<file path="src/sv/assert_macros.svh">
// ----------------------------------------------------------------------------
// Assertion macros
// Shorthand for clocked assertions that are disabled while reset is applied.
// ----------------------------------------------------------------------------
`ifndef ASSERT_MACROS_SVH
`define ASSERT_MACROS_SVH

// Same-cycle implication.
`define STT_ASSERT_IMP(lbl, ante, cons, msg) \
	lbl: assert property (@(posedge clk) disable iff (!arst_n) (ante) |-> (cons)) \
		else $error(msg);

// Next-cycle implication.
`define STT_ASSERT_NXT(lbl, ante, cons, msg) \
	lbl: assert property (@(posedge clk) disable iff (!arst_n) (ante) |=> (cons)) \
		else $error(msg);

`endif

</file>
<file path="src/sv/stt_pkg.sv">
// ----------------------------------------------------------------------------
// stt_pkg
// Types, character codes and the word list of the shader tokenizer.
// ----------------------------------------------------------------------------
package stt_pkg;

	localparam int MAX_WORD_DEF = 16;
	localparam int WORD_BYTES   = 11;
	localparam int WORD_BITS    = 8 * WORD_BYTES;
	localparam int N_KEYWORDS   = 12;
	localparam int N_TYPES      = 14;
	localparam int N_WORDS      = 123;

	localparam logic [15:0] CH_TAB   = 16'h0009;
	localparam logic [15:0] CH_LF    = 16'h000A;
	localparam logic [15:0] CH_CR    = 16'h000D;
	localparam logic [15:0] CH_SPACE = 16'h0020;
	localparam logic [15:0] CH_QUOTE = 16'h0022;
	localparam logic [15:0] CH_LPAR  = 16'h0028;
	localparam logic [15:0] CH_RPAR  = 16'h0029;
	localparam logic [15:0] CH_DOT   = 16'h002E;
	localparam logic [15:0] CH_SLASH = 16'h002F;
	localparam logic [15:0] CH_ZERO  = 16'h0030;
	localparam logic [15:0] CH_NINE  = 16'h0039;
	localparam logic [15:0] CH_SEMI  = 16'h003B;

	typedef enum logic [2:0] {
		CLS_DEFAULT  = 3'd0,
		CLS_COMMENT  = 3'd1,
		CLS_STRING   = 3'd2,
		CLS_NUMBER   = 3'd3,
		CLS_KEYWORD  = 3'd4,
		CLS_TYPE     = 3'd5,
		CLS_FUNCTION = 3'd6
	} tok_class_t;

	typedef enum logic [1:0] {
		MODE_START,
		MODE_COMMENT,
		MODE_STRING,
		MODE_NUMBER
	} scan_mode_t;

	typedef enum logic [3:0] {
		OP_DONE,
		OP_WAIT,
		OP_FINAL,
		OP_CMT_END,
		OP_BUMP_DROP,
		OP_STR_END,
		OP_NUM_END,
		OP_CMT_OPEN,
		OP_STR_OPEN,
		OP_NUM_OPEN,
		OP_WS,
		OP_MISS,
		OP_HIT,
		OP_SCAN
	} adv_op_t;

	typedef enum logic [2:0] {
		ST_IDLE,
		ST_ADVANCE,
		ST_SCAN,
		ST_DECIDE,
		ST_DROP,
		ST_FLUSH
	} ctrl_state_t;

	typedef struct packed {
		logic accept;
		logic scan_start;
		logic exec;
		logic dec_sel;
		logic pre;
		logic main_phase;
		logic append;
		logic scan_step;
		logic drop_step;
		logic flush;
	} stt_cmd_t;

	typedef struct packed {
		adv_op_t op;
		logic    op_emits;
		logic    can_emit;
		logic    out_free;
		logic    scan_end;
		logic    drop_last;
		logic    pend_valid;
		logic    full;
	} stt_stat_t;

	function automatic logic is_ws(input logic [15:0] c);
		return (c == CH_SPACE) || (c == CH_TAB) || (c == CH_LF) || (c == CH_CR);
	endfunction

	function automatic logic is_delim(input logic [15:0] c);
		return is_ws(c) || (c == CH_LPAR) || (c == CH_RPAR) || (c == CH_SEMI);
	endfunction

	function automatic logic is_digit(input logic [15:0] c);
		return (c >= CH_ZERO) && (c <= CH_NINE);
	endfunction

	// Word text, right-aligned with zero padding above.
	function automatic logic [WORD_BITS-1:0] word_raw(input int unsigned k);
		logic [WORD_BITS-1:0] r;
		r = '0;
		case (k)
			0: r = "break";     1: r = "case";      2: r = "const";     3: r = "continue";
			4: r = "else";      5: r = "for";       6: r = "if";        7: r = "return";
			8: r = "struct";    9: r = "switch";    10: r = "uniform";  11: r = "while";
			12: r = "cbuffer";  13: r = "float";    14: r = "float2";   15: r = "float3";
			16: r = "float4";   17: r = "float4x4"; 18: r = "half";     19: r = "half2";
			20: r = "half3";    21: r = "half4";    22: r = "half4x4";  23: r = "texture";
			24: r = "sampler";  25: r = "void";
			26: r = "abort";    27: r = "abs";      28: r = "acos";     29: r = "all";
			30: r = "any";      31: r = "asdouble"; 32: r = "asfloat";  33: r = "asin";
			34: r = "asint";    35: r = "asuint";   36: r = "atan";     37: r = "atan2";
			38: r = "ceil";     39: r = "clamp";    40: r = "clip";     41: r = "cos";
			42: r = "cosh";     43: r = "countbits"; 44: r = "cross";   45: r = "ddx";
			46: r = {"ddx_", "coarse"}; 47: r = {"ddx_", "fine"}; 48: r = "ddy";
			49: r = {"ddy_", "coarse"}; 50: r = {"ddy_", "fine"};
			51: r = "degrees";  52: r = "determinant"; 53: r = "discard";
			54: r = "distance"; 55: r = "dot";      56: r = "dst";      57: r = "errorf";
			58: r = "exp";      59: r = "exp2";     60: r = "floor";    61: r = "fma";
			62: r = "fmod";     63: r = "frac";     64: r = "frexp";    65: r = "fwidth";
			66: r = "isfinite"; 67: r = "isinf";    68: r = "isnan";    69: r = "ldexp";
			70: r = "length";   71: r = "lerp";     72: r = "lit";      73: r = "log";
			74: r = "log10";    75: r = "log2";     76: r = "mad";      77: r = "max";
			78: r = "min";      79: r = "modf";     80: r = "mul";      81: r = "noise";
			82: r = "normalize"; 83: r = "pow";     84: r = "printf";   85: r = "radians";
			86: r = "rcp";      87: r = "reflect";  88: r = "refract";  89: r = "round";
			90: r = "rsqrt";    91: r = "saturate"; 92: r = "sin";      93: r = "sincos";
			94: r = "sinh";     95: r = "smoothstep"; 96: r = "sqrt";   97: r = "step";
			98: r = "tan";      99: r = "tanh";     100: r = "tex1D";   101: r = "tex1Dbias";
			102: r = "tex1Dgrad"; 103: r = "tex1Dlod"; 104: r = "tex1Dproj"; 105: r = "tex2D";
			106: r = "tex2Dbias"; 107: r = "tex2Dgrad"; 108: r = "tex2Dlod"; 109: r = "tex2Dproj";
			110: r = "tex3D";   111: r = "tex3Dbias"; 112: r = "tex3Dlod"; 113: r = "tex3Dproj";
			114: r = "texCUBE"; 115: r = "texCUBEbias"; 116: r = "texCUBEgrad";
			117: r = "texCUBElod"; 118: r = "texCUBEproj"; 119: r = "transpose";
			120: r = "trunc";   121: r = "Texture";  122: r = "Sample";
			default: r = '0;
		endcase
		return r;
	endfunction

	function automatic logic [3:0] word_len(input logic [WORD_BITS-1:0] raw);
		logic [3:0] n;
		n = '0;
		for (int b = 0; b < WORD_BYTES; b++) begin
			if (raw[8*b +: 8] != 8'h00) begin
				n = n + 4'd1;
			end
		end
		return n;
	endfunction

	// Word text, left-aligned: character p sits in byte WORD_BYTES-1-p.
	function automatic logic [WORD_BITS-1:0] word_text(input int unsigned k);
		logic [WORD_BITS-1:0] raw;
		raw = word_raw(k);
		return raw << (8 * (WORD_BYTES - int'(word_len(raw))));
	endfunction

	function automatic logic [2:0] word_cls(input int unsigned k);
		if (k < N_KEYWORDS) begin
			return CLS_KEYWORD;
		end else if (k < N_KEYWORDS + N_TYPES) begin
			return CLS_TYPE;
		end
		return CLS_FUNCTION;
	endfunction

endpackage

</file>
<file path="src/sv/stt_ctrl.sv">
// ----------------------------------------------------------------------------
// stt_ctrl
// Tokenizer sequencer: takes one character, then steps the datapath through
// head decisions, word scans, buffer drops and the final token flush.
// ----------------------------------------------------------------------------
module stt_ctrl import stt_pkg::*; (
	input  logic      clk,
	input  logic      arst_n,
	input  logic      in_valid,
	output logic      in_ready,
	input  stt_stat_t stat,
	output stt_cmd_t  cmd
);

	ctrl_state_t state_q, state_d;
	logic        main_q, main_d;
	logic        pre_q, pre_d;
	logic        exec_ok;

	// A decision that makes a token waits for room in the pending/output pair.
	assign exec_ok = !stat.op_emits || stat.can_emit;

	always_comb begin
		state_d = state_q;
		main_d  = main_q;
		pre_d   = pre_q;
		unique case (state_q)
			ST_IDLE: begin
				if (in_valid) begin
					if (stat.full) begin
						pre_d   = 1'b1;
						main_d  = 1'b0;
						state_d = ST_SCAN;
					end else begin
						main_d  = 1'b1;
						state_d = ST_ADVANCE;
					end
				end
			end
			ST_ADVANCE, ST_DECIDE: begin
				if (exec_ok) begin
					if (state_q == ST_DECIDE) begin
						pre_d = 1'b0;
					end
					unique case (stat.op)
						OP_DONE, OP_WAIT: begin
							if (main_q) begin
								state_d = ST_FLUSH;
							end else begin
								main_d  = 1'b1;
								state_d = ST_ADVANCE;
							end
						end
						OP_FINAL: state_d = ST_FLUSH;
						OP_SCAN:  state_d = ST_SCAN;
						// Closing a comment or number leaves its terminator at the head.
						OP_CMT_END, OP_NUM_END: state_d = ST_ADVANCE;
						default:  state_d = ST_DROP;
					endcase
				end
			end
			ST_SCAN: begin
				if (stat.scan_end) begin
					state_d = ST_DECIDE;
				end
			end
			ST_DROP: begin
				if (stat.drop_last) begin
					state_d = ST_ADVANCE;
				end
			end
			ST_FLUSH: begin
				if (!stat.pend_valid || stat.out_free) begin
					state_d = ST_IDLE;
				end
			end
			default: state_d = ST_IDLE;
		endcase
	end

	always_comb begin
		cmd            = '0;
		cmd.pre        = pre_q;
		cmd.main_phase = main_q;
		in_ready       = (state_q == ST_IDLE);
		unique case (state_q)
			ST_IDLE: begin
				cmd.accept     = in_valid;
				cmd.scan_start = in_valid && stat.full;
			end
			ST_ADVANCE, ST_DECIDE: begin
				cmd.dec_sel = (state_q == ST_DECIDE);
				cmd.exec    = exec_ok;
				cmd.append  = exec_ok && !main_q
					&& (stat.op == OP_DONE || stat.op == OP_WAIT);
			end
			ST_SCAN:  cmd.scan_step = !stat.scan_end;
			ST_DROP:  cmd.drop_step = 1'b1;
			ST_FLUSH: cmd.flush     = stat.pend_valid && stat.out_free;
			default: begin
			end
		endcase
	end

	always_ff @(posedge clk or negedge arst_n) begin
		if (!arst_n) begin
			state_q <= ST_IDLE;
			main_q  <= 1'b0;
			pre_q   <= 1'b0;
		end else begin
			state_q <= state_d;
			main_q  <= main_d;
			pre_q   <= pre_d;
		end
	end

endmodule

</file>
<file path="config.mk">
export PLATFORM = sky130hd
export DESIGN_NAME = stt_ctrl
export DESIGN_NICKNAME = d
export VERILOG_FILES = /design/src/sv/assert_macros.svh /design/src/sv/stt_pkg.sv /design/src/sv/stt_ctrl.sv
export SDC_FILE = /design/constraint.sdc
export NUM_CORES = 1
export LEC_CHECK = 0
export BUFFER_PORTS_ARGS = -buffer_cell sky130_fd_sc_hd__buf_2
export CELL_PAD_IN_SITES_DETAIL_PLACEMENT = 1
export CELL_PAD_IN_SITES_GLOBAL_PLACEMENT = 2
export CORE_MARGIN = 2
export CORE_UTILIZATION = 23
export CTS_CLUSTER_DIAMETER = 120
export DETAILED_ROUTE_END_ITERATION = 10
export PLACE_DENSITY = 0.76
export SLEW_MARGIN = 20
export SYNTH_ARGS = -nofsm -noshare
export SYNTH_HDL_FRONTEND = slang
export SYNTH_SLANG_ARGS = --single-unit
</file>
<file path="constraint.sdc">
create_clock -name clk -period 1.4 [get_ports clk]
set_input_delay 0.07 -clock clk [delete_from_list [all_inputs] [get_ports clk]]
set_output_delay 0.07 -clock clk [all_outputs]
set_load 0.02 [all_outputs]
</file>
; ---- Yosys cells after proc, flatten, opt, wreduce, memory -nomap -nowiden
; Cells that the tools add are included.
[word_totals]
input_bits = 14
output_inout_bits = 11
wordCells = 66
register_bits = 5
[classes]
reduce_logical = 20
eq_ne = 18
muxes = 25
[op_table]
columns = op, count
row1 = 2-to-1 mux 3 bit, 6
row2 = case mux 3 bit (5 select lines), 1
row3 = 2-to-1 mux 1 bit, 12
row4 = inequality test 2 bit (second input constant), 6
row5 = case mux 3 bit (4 select lines), 1
row6 = AND reduction 5 bit, 2
row7 = equality test 4 x 2 -> 1 bit (second input constant), 2
row8 = equality test 3 x 2 -> 1 bit (second input constant), 2
row9 = equality test 3 bit (second input constant), 2
row10 = 2-to-1 mux 2 bit, 3
row11 = OR reduction 2 bit, 3
row12 = equality test 4 x 1 -> 1 bit (second input constant), 1
row13 = equality test 4 x 3 -> 1 bit (second input constant), 1
row14 = equality test 4 bit (second input constant), 1
row15 = logical AND 1 bit, 4
row16 = logical NOT 1 bit, 4
row17 = logical NOT 4 bit, 1
row18 = inequality test 2 x 1 -> 1 bit (second input constant), 2
row19 = case mux 1 bit (2 select lines), 2
row20 = AND reduction 4 bit, 1
row21 = equality test 3 x 1 -> 1 bit (second input constant), 1
row22 = logical NOT 3 bit, 1
row23 = logical OR 1 bit, 3
row24 = nonzero test 2 bit, 1

; ---- Logic depth before layout (Yosys ltp)
[depth]
word_depth = 5
mapped_depth = 5

; ---- Worst setup path after synthesis
; OpenSTA, ideal clock, no wires.
[synth_timing]
path_type = reg2reg
from = register state_q[1]
to = register main_q
synth_period_minus_slack_ps = 1422
stages_incl_launch_ff = 5
required_time_ps = 1271
slack_ps = -22
arrival_time_ps = 1292
path_cell_list = dfrtp_1 > buf_6 > nor3_2 > and3_1 > nor2_1
[synth_via]
word_cells_on_any_way = 10
classes_between = 5 x eq/ne / 1 x mux / 4 x reduce/logical
[synth_lines]
columns = element, line
row1 = start: declaration, stt_ctrl.sv:15  ; ctrl_state_t state_q, state_d;
row2 = start signal: assignment, stt_ctrl.sv:111  ; state_q <= state_d;
row3 = logical NOT 3 bit *, --
row4 = via in_ready, stt_ctrl.sv:10  ; output logic in_ready,
row5 = inequality test 2 bit (no line) or nonzero test 2 bit (tied branches), --
row6 = AND reduction 4 bit (no line), --
row7 = end signal: assignment, stt_ctrl.sv:112  ; main_q <= main_d;
row8 = end: declaration, stt_ctrl.sv:16  ; logic main_q, main_d;
; Mark *: on every way through the listed nets, which the timed path passes. The rest lies on a longest branch.
; A chain may end at the register's enable or synchronous reset.

==> results.json <==
{
  "grt_pass1_wl_mm": 2.77,
  "synth_ff_type": "dfrtp_1",
  "vdd_drop_max_v": 0.000760,
  "whs_path_depth": 3,
  "wl_per_cell_um": 13.0,
  "final-max-slew-violation-count": 0,
  "layout_setup_ws_ns": 0.0169,
  "fp.dieW_um": 51.1,
  "area_delta_synth_final_pct": 53.7,
  "diodes": 0,
  "hold_end": "state_q[2]$_DFFE_PN0P_",
  "syn_avg_cell_area_sq_um": 8.65,
  "hold_path_startpoint": "stat[9]",
  "max_freq_mhz": 723,
  "antenna_found_initial": 0,
  "crit_path_start_kind": "flip-flop",
  "maxCapViolations": 0,
  "pre_cts_ws_ns": 0.0560,
  "cts_root_buf": "clkbuf_4",
  "grt_pass1_vias": 581,
  "viasPerCell": 4.59,
  "cts_buffers": 3,
  "start_util": 0.238,
  "syn_nets": 73,
  "die_area_sq_um": 2610,
  "synth-async-reset-ratio": 1.00,
  "reg2reg_to": "state_q[1]$_DFFE_PN0P_",
  "reg2reg_from": "state_q[0]$_DFFE_PN0P_",
  "drive_above_1_share": 0.563,
  "cts_tree": "done",
  "seq_area_frac_synth": 0.245,
  "routabilityCongestion": 0.767,
  "ios": 25,
  "hpwlAfterDp_mm": 1.21,
  "dp_cells": 111,
  "fin_util": 0.365,
  "clk_pin_slew_ns": 0.04,
  "synth.distinct_cells": 35,
  "worstPathArrival_ns": 1.31,
  "ys_ff_latch": 5,
  "path_class": "flip-flop to primary output",
  "grt_use_total": 0.140,
  "yosysWarnings": 0,
  "power.leakage_nw": 0.376,
  "clock_skew_ns": 0.00242,
  "cts_max_level": 1,
  "fin_setup_tns_ns": 0,
  "rsz0062_at_grt": "true",
  "mostFrequentLayoutCells": "buf_2, buf_4, o21ai_0",
  "crit_fanout": 4,
  "coreArea_sq_um": 2150,
  "min_path_type": "input pin to flip-flop",
  "synth-edff-count": 0,
  "die_h_um": 51.1,
  "reg2reg_depth": 4,
  "grt.overflow.total": 0,
  "p_per_area_nw_per_um2": 2060,
  "setup_viol": 0,
  "finalHoldViolCount": 0,
  "clockBufferDepth": 2,
  "layout_commonest_cell": "buf_2",
  "drtIter0Drc": 0,
  "drc": 0,
  "crit_path_end_kind": "primary output",
  "reg2reg_setup_slack_ns": 0.09,
  "grt_max_degree": 11,
  "cts.sinks": 5,
  "portBuffers": 24,
  "synthCells": 59,
  "rows": 17,
  "nets": 111,
  "cp_data_required_time_ns": 1.33,
  "ant_nets": 0,
  "routed_wl_mm": 1.61,
  "synth_area_sq_um": 510,
  "status": "complete, no violations",
  "maxSlewHeadroom": 0.785,
  "worstMarginPinSlew_ns": 0.322,
  "fin_cells": 124,
  "holdWs_ns": 0.149,
  "clock_latency_ns": 0.24,
  "period_share": 0.988,
  "fin_crit_ns": 1.38,
  "num_vias": 569,
  "dr.pass1.iters": 1
}
timing repair:
action / CTS / global route
hold endpoints to repair: 5 / 0
resized for setup: 6 / 3
hold buffers: 1 / 0
setup endpoints to repair: 4 / 5
pin swaps: 3 / 1
setup buffers: 7 / 1
final cells by class:
cell class                 instances  area (sq um)
multi-input combinational         46           342
clock buffer                       4          26.3
sequential                         5           128
tap                               28          35.0
fill                             279          1360
timing repair buffer              38           243
inverter                           3          11.3
power by group:
group / switching, mW / internal, mW / leakage, nW
sequential: 0.0952 / 0.221 / 0.0572
clock: 0.0647 / 0.108 / 0.0150
combinational: 0.559 / 0.567 / 0.303
total: 0.719 / 0.896 / 0.376
cells in the mapped netlist, types with 2 or more instances:
cell	count	area, sq um
a21o_1	2	15.0
a21oi_1	2	10.0
nand2b_1	2	12.5
o21ai_0	4	20.0
nor3_1	3	15.0
nand3b_1	2	15.0
dfrtp_1	5	125
buf_4	2	15.0
nand2_1	3	11.3
and3_1	2	12.5
o2bb2ai_1	2	17.5
nor2b_1	2	12.5
nor2_1	3	11.3
inv_1	2	7.51
buf_6	3	33.8
registers in the layout, summed over array words and instances (netlist names):
| register | flops |
|---|---|
| main_q | 1 |
| pre_q | 1 |
| state_q | 3 |
routing by layer:
layer  track usage  part of all wire  vias up
met5             0                 0        -
met4        0.0676            0.0087        0
met3        0.0205             0.059        2
met2         0.240              0.53       17
met1         0.170              0.40      265
li1              -                 -      285
per-stage QoR:
| step | power (mW) | instance area [sq um] |
|---|---|---|
| after floorplan | 1.04 | 517 |
| after global placement | 1.23 | 661 |
| after detailed placement | 1.25 | 661 |
| after CTS | 1.58 | 767 |
| after global routing | 1.75 | 785 |
| final | 1.62 | 785 |
worst max-delay path, stage by stage, from the launching register on:
cell and delay [ns]:
dfrtp_2 0.43, buf_6 0.13, nor3_4 0.18, and3_4 0.22
buf_6 0.11
cell families (layout without fill, tap and decap cells):
group	after synthesis	count (layout)	synth area share
multiplexers	1	1	0.0221
flip-flops	5	5	0.245
AND/OR/NAND/NOR	26	26	0.336
AO/OA/AOI/OAI	19	19	0.279
buffers and inverters	8	45	0.118
how the worst max path moves through the flow:
stage                            from                endpoint  slack, ns  depth (start not counted)
4_1_cts        state_q[2]$_DFFE_PN0P_                  cmd[8]      0.006                          4
3_5_place_dp   state_q[0]$_DFFE_PN0P_  state_q[1]$_DFFE_PN0P_       0.06                          4
2_1_floorplan  state_q[0]$_DFFE_PN0P_      main_q$_DFFE_PN0P_       0.08                          3
3_3_place_gp   state_q[0]$_DFFE_PN0P_  state_q[1]$_DFFE_PN0P_       0.03                          4
6_report       state_q[2]$_DFFE_PN0P_                  cmd[8]       0.02                          4
5_1_grt        state_q[0]$_DFFE_PN0P_                  cmd[3]      -0.06                          4
No activity file was read; power rests on OpenSTA's default activity.
